**src/hw/rtl/wtsc_pkg.sv**
```systemverilog
// ----------------------------------------------------------------------------
// wtsc_pkg
// Shared types and constants for the wave-table sound channel.
// ----------------------------------------------------------------------------
`default_nettype none

package wtsc_pkg;

    // Table geometry: two banks of packed 4-bit samples.
    localparam int BANK_BYTES = 16;
    localparam int NUM_BANKS  = 2;
    localparam int TABLE_DEPTH = NUM_BANKS * BANK_BYTES;
    localparam int TABLE_AW    = $clog2(TABLE_DEPTH);
    localparam int BYTE_AW     = $clog2(BANK_BYTES);
    localparam int PERIOD_W    = 14;
    localparam int CYCLES_W    = 10;
    localparam int FREQ_W      = 11;

    // Operation codes carried on the input beat.
    localparam logic [1:0] OP_TICK    = 2'd0;
    localparam logic [1:0] OP_TRIGGER = 2'd1;
    localparam logic [1:0] OP_WRITE   = 2'd2;
    localparam logic [1:0] OP_INIT    = 2'd3;

    // Configuration register indexes.
    localparam logic [2:0] CFG_MODE     = 3'd0;
    localparam logic [2:0] CFG_TWO_BANK = 3'd1;
    localparam logic [2:0] CFG_FREQ     = 3'd2;
    localparam logic [2:0] CFG_VOLUME   = 3'd3;
    localparam logic [2:0] CFG_DAC      = 3'd4;
    localparam logic [2:0] CFG_ENABLE   = 3'd5;

    // Machine modes.
    localparam logic [1:0] MODE_ORIGINAL = 2'd0;
    localparam logic [1:0] MODE_COLOUR   = 2'd1;
    localparam logic [1:0] MODE_ADVANCE  = 2'd2;

    // Pattern bytes that unwritten bank 0 entries read as after init in colour mode.
    localparam logic [7:0] PATTERN_EVEN = 8'h00;
    localparam logic [7:0] PATTERN_ODD  = 8'hFF;

    // Configuration register set.
    typedef struct packed {
        logic [1:0]        mode;
        logic              two_bank;
        logic [FREQ_W-1:0] freq;
        logic [1:0]        volume;
        logic              dac_on;
        logic              enabled;
    } cfg_t;

    // Per-item information that travels alongside the table read.
    typedef struct packed {
        logic       advanced;   // tick reloaded the period
        logic       init;       // init item, output goes to zero
        logic       gate;       // converter and channel both on
        logic       low_nib;    // odd position selects the low nibble
        logic       hit;        // entry written since the last init
        logic [7:0] dflt_byte;  // value of an entry not written since init
    } rd_info_t;

endpackage : wtsc_pkg

`default_nettype wire

```
**src/hw/rtl/wave_table_sound_channel.sv**
```systemverilog
// ----------------------------------------------------------------------------
// wave_table_sound_channel
// Wave-table sound channel with a two-bank sample table.
// ----------------------------------------------------------------------------
// Usage:
//   The s_ channel carries one item per beat: tick, trigger, table byte write
//   or init, selected by s_tuser. Every item yields exactly one beat on the
//   m_ channel holding the channel output level and an advance flag.
//   The cfg channel writes the six setup registers by index; it is always
//   ready. The user must write it only while no item is in flight; the
//   block does not enforce this. An accepted s_ beat passes through the
//   registered read of the sample table and then the output register.
//   Throughput is one item per cycle while the receiver does not stall, set
//   by the single table read port and the period update.
//   When the receiver stalls, the output register holds its beat and the
//   read stage takes one further item; then s_tready drops until the output
//   drains.
//   Reset is synchronous and active low. It clears the control, setup and valid
//   registers but not the output payload, and marks every table entry unwritten,
//   so the table reads as zeros at once; no clearing pass is needed.
// ----------------------------------------------------------------------------
`default_nettype none

module wave_table_sound_channel
    import wtsc_pkg::*;
(
    input  wire logic        aclk,
    input  wire logic        aresetn,
    // Input items.
    input  wire logic        s_tvalid,
    output      logic        s_tready,
    // [9:0] cycles, [10] bank, [14:11] byte_index, [22:15] byte_value
    input  wire logic [23:0] s_tdata,
    // [1:0] operation
    input  wire logic [1:0]  s_tuser,
    // Result items.
    output      logic        m_tvalid,
    input  wire logic        m_tready,
    // [3:0] sample
    output      logic [7:0]  m_tdata,
    // [0] advanced
    output      logic        m_tuser,
    // Configuration writes.
    input  wire logic        cfg_valid,
    output      logic        cfg_ready,
    input  wire logic [2:0]  cfg_index,
    input  wire logic [10:0] cfg_data
);

    cfg_t     cfg_reg, cfg_next;
    rd_info_t info;

    logic                s_accept;
    logic                s1_valid_reg, s1_valid_next;
    logic                move;
    logic                out_valid_reg, out_valid_next;
    logic [3:0]          out_sample_reg;
    logic                out_adv_reg;
    logic [3:0]          held_reg, held_next;

    logic                ram_we, ram_re;
    logic [TABLE_AW-1:0] ram_waddr, ram_raddr;
    logic [7:0]          ram_wdata, ram_rdata;

    logic [7:0]          rd_byte;
    logic [3:0]          nibble;
    logic [3:0]          shaped;

    // Handshakes.
    assign move      = s1_valid_reg && (!out_valid_reg || m_tready);
    assign s_tready  = !s1_valid_reg || move;
    assign s_accept  = s_tvalid && s_tready;
    assign cfg_ready = 1'b1;

    // Configuration register decode.
    always_comb begin
        cfg_next = cfg_reg;
        if (cfg_valid) begin
            unique case (cfg_index)
                CFG_MODE:     cfg_next.mode     = cfg_data[1:0];
                CFG_TWO_BANK: cfg_next.two_bank = cfg_data[0];
                CFG_FREQ:     cfg_next.freq     = cfg_data[FREQ_W-1:0];
                CFG_VOLUME:   cfg_next.volume   = cfg_data[1:0];
                CFG_DAC:      cfg_next.dac_on   = cfg_data[0];
                CFG_ENABLE:   cfg_next.enabled  = cfg_data[0];
                default: begin
                end
            endcase
        end
    end

    always_ff @(posedge aclk) begin
        if (!aresetn) begin
            cfg_reg <= '0;
        end else begin
            cfg_reg <= cfg_next;
        end
    end

    // Front stage and sample table.
    wtsc_seq u_seq (
        .aclk       (aclk),
        .aresetn    (aresetn),
        .accept     (s_accept),
        .operation  (s_tuser),
        .cycles     (s_tdata[9:0]),
        .bank       (s_tdata[10]),
        .byte_index (s_tdata[14:11]),
        .byte_value (s_tdata[22:15]),
        .cfg        (cfg_reg),
        .ram_we     (ram_we),
        .ram_waddr  (ram_waddr),
        .ram_wdata  (ram_wdata),
        .ram_re     (ram_re),
        .ram_raddr  (ram_raddr),
        .info_reg   (info)
    );

    wtsc_ram #(
        .WIDTH (8),
        .DEPTH (TABLE_DEPTH)
    ) u_table (
        .aclk  (aclk),
        .we    (ram_we),
        .waddr (ram_waddr),
        .wdata (ram_wdata),
        .re    (ram_re),
        .raddr (ram_raddr),
        .rdata (ram_rdata)
    );

    // Sample shaping: pick the nibble and apply the volume shift.
    assign rd_byte = info.hit ? ram_rdata : info.dflt_byte;
    assign nibble  = info.low_nib ? rd_byte[3:0] : rd_byte[7:4];

    always_comb begin
        case (cfg_reg.volume)
            2'd1:    shaped = nibble;
            2'd2:    shaped = nibble >> 1;
            2'd3:    shaped = nibble >> 2;
            default: shaped = '0;
        endcase
    end

    // Held output updates as the item leaves the read stage.
    always_comb begin
        held_next = held_reg;
        if (move) begin
            if (info.init) begin
                held_next = '0;
            end else if (info.advanced) begin
                held_next = info.gate ? shaped : 4'd0;
            end
        end
    end

    // Read-stage and output valid flags.
    assign s1_valid_next  = s_accept || (s1_valid_reg && !move);
    assign out_valid_next = move || (out_valid_reg && !m_tready);

    always_ff @(posedge aclk) begin
        if (!aresetn) begin
            s1_valid_reg  <= 1'b0;
            out_valid_reg <= 1'b0;
            held_reg      <= '0;
        end else begin
            s1_valid_reg  <= s1_valid_next;
            out_valid_reg <= out_valid_next;
            held_reg      <= held_next;
        end
    end

    // Output payload register.
    always_ff @(posedge aclk) begin
        if (move) begin
            out_sample_reg <= held_next;
            out_adv_reg    <= info.advanced;
        end
    end

    assign m_tvalid = out_valid_reg;
    assign m_tdata  = {4'd0, out_sample_reg};
    assign m_tuser  = out_adv_reg;

endmodule : wave_table_sound_channel

`default_nettype wire

```
**src/hw/rtl/wtsc_ram.sv**
```systemverilog
// ----------------------------------------------------------------------------
// wtsc_ram
// Generic single-write, single-read RAM with a registered read port.
// ----------------------------------------------------------------------------
`default_nettype none

module wtsc_ram #(
    parameter int WIDTH = 8,
    parameter int DEPTH = 32
) (
    input  wire logic                     aclk,
    input  wire logic                     we,
    input  wire logic [$clog2(DEPTH)-1:0] waddr,
    input  wire logic [WIDTH-1:0]         wdata,
    input  wire logic                     re,
    input  wire logic [$clog2(DEPTH)-1:0] raddr,
    output      logic [WIDTH-1:0]         rdata
);

    logic [WIDTH-1:0] mem_reg [DEPTH];

    // Write port.
    always_ff @(posedge aclk) begin
        if (we) begin
            mem_reg[waddr] <= wdata;
        end
    end

    // Registered read port; data holds while no read is issued.
    always_ff @(posedge aclk) begin
        if (re) begin
            rdata <= mem_reg[raddr];
        end
    end

endmodule : wtsc_ram

`default_nettype wire

```
**src/hw/rtl/wtsc_seq.sv**
```systemverilog
// ----------------------------------------------------------------------------
// wtsc_seq
// Front stage: period counter, sample position and bank state, table
// write and read issue, and the per-entry written marks.
// ----------------------------------------------------------------------------
`default_nettype none

module wtsc_seq
    import wtsc_pkg::*;
(
    input  wire logic                aclk,
    input  wire logic                aresetn,
    input  wire logic                accept,
    input  wire logic [1:0]          operation,
    input  wire logic [CYCLES_W-1:0] cycles,
    input  wire logic                bank,
    input  wire logic [BYTE_AW-1:0]  byte_index,
    input  wire logic [7:0]          byte_value,
    input  wire cfg_t                cfg,
    output      logic                ram_we,
    output      logic [TABLE_AW-1:0] ram_waddr,
    output      logic [7:0]          ram_wdata,
    output      logic                ram_re,
    output      logic [TABLE_AW-1:0] ram_raddr,
    output      rd_info_t            info_reg
);

    logic [PERIOD_W-1:0]    period_reg, period_next;
    logic [4:0]             pos_reg, pos_next;
    logic                   bank_reg, bank_next;
    logic [TABLE_DEPTH-1:0] written_reg, written_next;
    logic                   pattern_reg, pattern_next;
    rd_info_t               info_next;

    logic signed [PERIOD_W:0] diff;
    logic                     fire;
    logic [PERIOD_W-1:0]      reload;
    logic [FREQ_W:0]          span;
    logic [4:0]               adv_pos;
    logic                     adv_bank;
    logic                     rd_bank;

    // Period arithmetic: subtract elapsed cycles, reload from frequency.
    assign diff   = $signed({1'b0, period_reg}) -
                    $signed({{(PERIOD_W-CYCLES_W+1){1'b0}}, cycles});
    assign fire   = diff[PERIOD_W] || (diff == '0);
    assign span   = {1'b1, {FREQ_W{1'b0}}} - {1'b0, cfg.freq};
    assign reload = {{(PERIOD_W-FREQ_W-2){1'b0}}, span, 1'b0};

    // Position and bank after an advance; the bank flips on wrap when two banks are on.
    assign adv_pos  = pos_reg + 5'd1;
    assign adv_bank = bank_reg ^ (cfg.two_bank && (pos_reg == 5'h1f));
    assign rd_bank  = (cfg.mode == MODE_ADVANCE) ? adv_bank : 1'b0;

    // Table ports.
    assign ram_we    = accept && (operation == OP_WRITE);
    assign ram_waddr = {bank, byte_index};
    assign ram_wdata = byte_value;
    assign ram_re    = accept && (operation == OP_TICK) && fire;
    assign ram_raddr = {rd_bank, adv_pos[4:1]};

    // Next-state decode of the accepted item.
    always_comb begin
        period_next  = period_reg;
        pos_next     = pos_reg;
        bank_next    = bank_reg;
        written_next = written_reg;
        pattern_next = pattern_reg;
        info_next    = info_reg;
        if (accept) begin
            info_next.advanced  = 1'b0;
            info_next.init      = 1'b0;
            info_next.gate      = cfg.dac_on && cfg.enabled;
            info_next.low_nib   = adv_pos[0];
            info_next.hit       = written_reg[ram_raddr];
            info_next.dflt_byte = (pattern_reg && !ram_raddr[TABLE_AW-1] && ram_raddr[0])
                                  ? PATTERN_ODD : PATTERN_EVEN;
            unique case (operation)
                OP_TICK: begin
                    if (fire) begin
                        period_next        = reload;
                        pos_next           = adv_pos;
                        bank_next          = adv_bank;
                        info_next.advanced = 1'b1;
                    end else begin
                        period_next = diff[PERIOD_W-1:0];
                    end
                end
                OP_TRIGGER: begin
                    pos_next = '0;
                end
                OP_WRITE: begin
                    written_next[ram_waddr] = 1'b1;
                end
                OP_INIT: begin
                    period_next    = '0;
                    pos_next       = '0;
                    bank_next      = 1'b0;
                    written_next   = '0;
                    pattern_next   = (cfg.mode == MODE_COLOUR);
                    info_next.init = 1'b1;
                end
                default: begin
                end
            endcase
        end
    end

    // Control state; reset clears the table to zeros through the marks.
    always_ff @(posedge aclk) begin
        if (!aresetn) begin
            period_reg  <= '0;
            pos_reg     <= '0;
            bank_reg    <= 1'b0;
            written_reg <= '0;
            pattern_reg <= 1'b0;
        end else begin
            period_reg  <= period_next;
            pos_reg     <= pos_next;
            bank_reg    <= bank_next;
            written_reg <= written_next;
            pattern_reg <= pattern_next;
        end
    end

    // Item information, aligned with the registered table read.
    always_ff @(posedge aclk) begin
        info_reg <= info_next;
    end

endmodule : wtsc_seq

`default_nettype wire

```
**config.mk**
```make
export PLATFORM = sky130hd
export DESIGN_NAME = wave_table_sound_channel
export DESIGN_NICKNAME = d
export VERILOG_FILES = /design/src/hw/rtl/wtsc_pkg.sv /design/src/hw/rtl/wave_table_sound_channel.sv /design/src/hw/rtl/wtsc_ram.sv /design/src/hw/rtl/wtsc_seq.sv
export SDC_FILE = /design/constraint.sdc
export NUM_CORES = 1
export LEC_CHECK = 0
export ABC_AREA = 1
export BUFFER_PORTS_ARGS = -buffer_cell sky130_fd_sc_hd__buf_2
export CORE_UTILIZATION = 35
export CTS_CLUSTER_DIAMETER = 80
export DETAILED_ROUTE_END_ITERATION = 7
export SYNTH_ARGS = -nofsm -noshare
export SYNTH_HDL_FRONTEND = slang
export SYNTH_HIERARCHICAL = 1
export SYNTH_SLANG_ARGS = --single-unit
```
**constraint.sdc**
```tcl
create_clock -name aclk -period 6.3 [get_ports aclk]
set_input_delay 0 -clock aclk [delete_from_list [all_inputs] [get_ports aclk]]
set_output_delay 0 -clock aclk [all_outputs]
set_load 0.02 [all_outputs]
```
==> impl_metrics.json <==
{
  "end_kind": "flip-flop",
  "antenna_found_initial": 1,
  "syn_inst": 1742,
  "cts_num_sinks": 352,
  "fin_skew_ns": 0.0199,
  "hold_path.class": "in -> reg",
  "grt_setup_unrepaired": "no",
  "critPathArrivalTime_ns": 4.22,
  "clkTransAtPathRegs_ns": 0.06,
  "chipWidth_um": 219,
  "drc_errors": 0,
  "largest_reg_flops": 256,
  "cp-start-kind": "flip-flop",
  "synthSimpleGateAreaFrac_pct": 26.6,
  "synth_adder_area_share_pct": 1.42,
  "vias_per_cell": 4.91,
  "fillCellCount": 4427,
  "period_share_pct": 62.7,
  "grt_pass1_vias": 11300,
  "cts_buffers": 38,
  "synthDominantCellAreaShare_pct": 50.3,
  "crit_type": "reg -> reg",
  "wl_um": 38300,
  "start_util_pct": 35.9,
  "setup_viol": 0,
  "timing.final.max_slew_violations": 0,
  "layout-drive-gt1-share_pct": 9.54,
  "synth_area_mm2": 0.0164,
  "dieArea_mm2": 0.0478,
  "synth_area_per_cell_um2": 9.42,
  "post_cts_buffers": 0,
  "synth_top_area_cell": "edfxtp_1",
  "tns_ns": 0,
  "vias": 11800,
  "synth_top_family_by_area": "simple AND/OR/NAND/NOR gates",
  "relSlewSlack_pct": 20.2,
  "clk_latency_ns": 0.54,
  "gp_congestion": 0.850,
  "yosysMostFrequentCell": "nand2_1",
  "htree_num_levels": 2,
  "root_buffer": "clkbuf_16",
  "io_buffers": 50,
  "synth_seq_cells": 352,
  "powerDensity_mw_per_mm2": 300,
  "ios": 57,
  "post-dp-hpwl_um": 23200,
  "crit_fanout": 78,
  "cts_resized": 0,
  "drtIter0Drc": 935,
  "grt_pass1_wl_um": 60900,
  "yosysSeqAreaShare_pct": 59.7,
  "grtUsageTotal_pct": 16.2,
  "async_flop_share_pct": 0,
  "area_delta_synth_final_pct": 11.4,
  "max_freq_mhz": 253,
  "clockBufferDepth": 3,
  "tightest_slew_ns": 1.19,
  "synth_warnings": 6,
  "cts_tree": "done",
  "ys_types": 39,
  "synth_xor_area_share_pct": 0.640,
  "maxCapViolations": 0,
  "period_minus_slack_ns": 3.95,
  "synthTopCellsByArea": "edfxtp_1 (50%), nand2_1 (13%), dfxtp_1 (9.4%)",
  "core-area_mm2": 0.0458,
  "wl_per_cell_um": 15.9,
  "required_ns": 6.57,
  "p_leak_nw": 7.06,
  "grt_max_degree": 95,
  "nets": 1842,
  "postRouteAntennaNets": 0,
  "rows": 78,
  "holdWs_ns": 0.0106,
  "synthMuxAreaShare_pct": 0,
  "synth-main-ff-cell": "edfxtp_1",
  "synth_compound_area_share_pct": 3.83,
  "vdd_drop_max_mv": 0.167,
  "status": "finished, final reports clean",
  "dieHeight_um": 219,
  "overflow": 0,
  "synthTopCellsByCount": "nand2_1 (562), edfxtp_1 (275), nand3_1 (273)",
  "synth_edf_count": 275,
  "hold_viol": 0,
  "dr.pass1.iters": 5
}
==> routing by layer <==
metal | routed length, um | GRT usage [%]
met1 | 17300 | 21.6
met2 | 18100 | 26.8
met3 | 1680 | 1.88
met4 | 1230 | 6.08
met5 | 0 | 0
==> power by group <==
group / internal, mW / total [mW] / switching [mW]
clock network: 1.19 / 2.06 / 0.869
registers: 2.54 / 2.56 / 0.0234
logic: 0.252 / 0.860 / 0.608
total: 3.98 / 5.48 / 1.50
==> critical path, cell delays in order, from the launching register on <==
cell and delay [ns]:
dfxtp_1 0.37, ha_4 0.81, clkinv_2 0.84, buf_4 0.67
nand2_1 0.17, nand3_1 0.08, nand3_1 0.16, nand2_1 0.12
nand2_1 0.11, nand2_1 0.09, nand2_1 0.10, nand2_1 0.07
==> layout make-up <==
cell class              instances  area, um2  area share, %
diodes                          1       2.50         0.0137
clock buffers                  55       1080           5.89
clock inverters                 8       60.1          0.329
inverters                     132        505           2.77
multi-input cells            1158       5380           29.4
flip-flops and latches        352       9800           53.6
well taps                     600        751           4.11
repair buffers                 97        703           3.85
==> path summary, 6_finish.rpt <==
kind                                       startpoint                     to  slack (ns)  cells after the start
worst max-delay path                 u_seq/pos_reg[0]       u_table/rdata[4]        2.35                     11
worst min-delay path                      s_tdata[14]   u_seq/written_reg[0]        0.01                      4
worst max register to register       u_seq/pos_reg[0]       u_table/rdata[4]        2.35                     11
worst min register to register  u_seq/written_reg[14]  u_seq/written_reg[14]        0.45                      2
==> stage by stage <==
step / cell area (um2) / worst slack (ns) / power [mW] / util (%) / instances
after global routing: 18300 / 2.10 / 5.71 / 39.9 / 2403
after global placement: 16700 / 2.39 / 3.44 / 36.6 / 2299
after floorplan: 16400 / 3.41 / 3.28 / - / 1745
after CTS: 18300 / 2.38 / 5.52 / 39.9 / 2402
after detailed placement: 16700 / 2.39 / 3.44 / 36.6 / 2299
final: 18300 / 2.35 / 5.48 / 39.9 / 2403
==> cell families (layout without fill, tap and decap cells) <==
kind of cell	count (synthesis)	count (layout)
AOI/OAI and AO/OA	114	114
xor gates and xnor gates	12	12
adders and majority gates	18	18
buffers and inverters	235	292
DFF	352	352
other	2	6
and+or+nand+nor	1009	1009
==> placed cells by master, fill, tap and decap left out, drive strengths merged, types with 5 or more instances in the layout <==
cell / count
nand3: 289
buf: 57
a21oi: 71
nor2: 116
xor2: 7
edfxtp: 275
dlygate4sd3: 40
ha: 17
inv: 131
clkinv: 9
dfxtp: 77
xnor2: 5
conb: 5
o21ai: 36
nor3: 19
clkbuf: 55
nand4: 6
nand2: 573
==> timing repair <==
action                                 in CTS  in global routing
hold buffers                               40                  0
setup endpoints to repair                   0                  0
endpoints found under the hold margin      34                  0
Power figures use the tool's default switching activity.
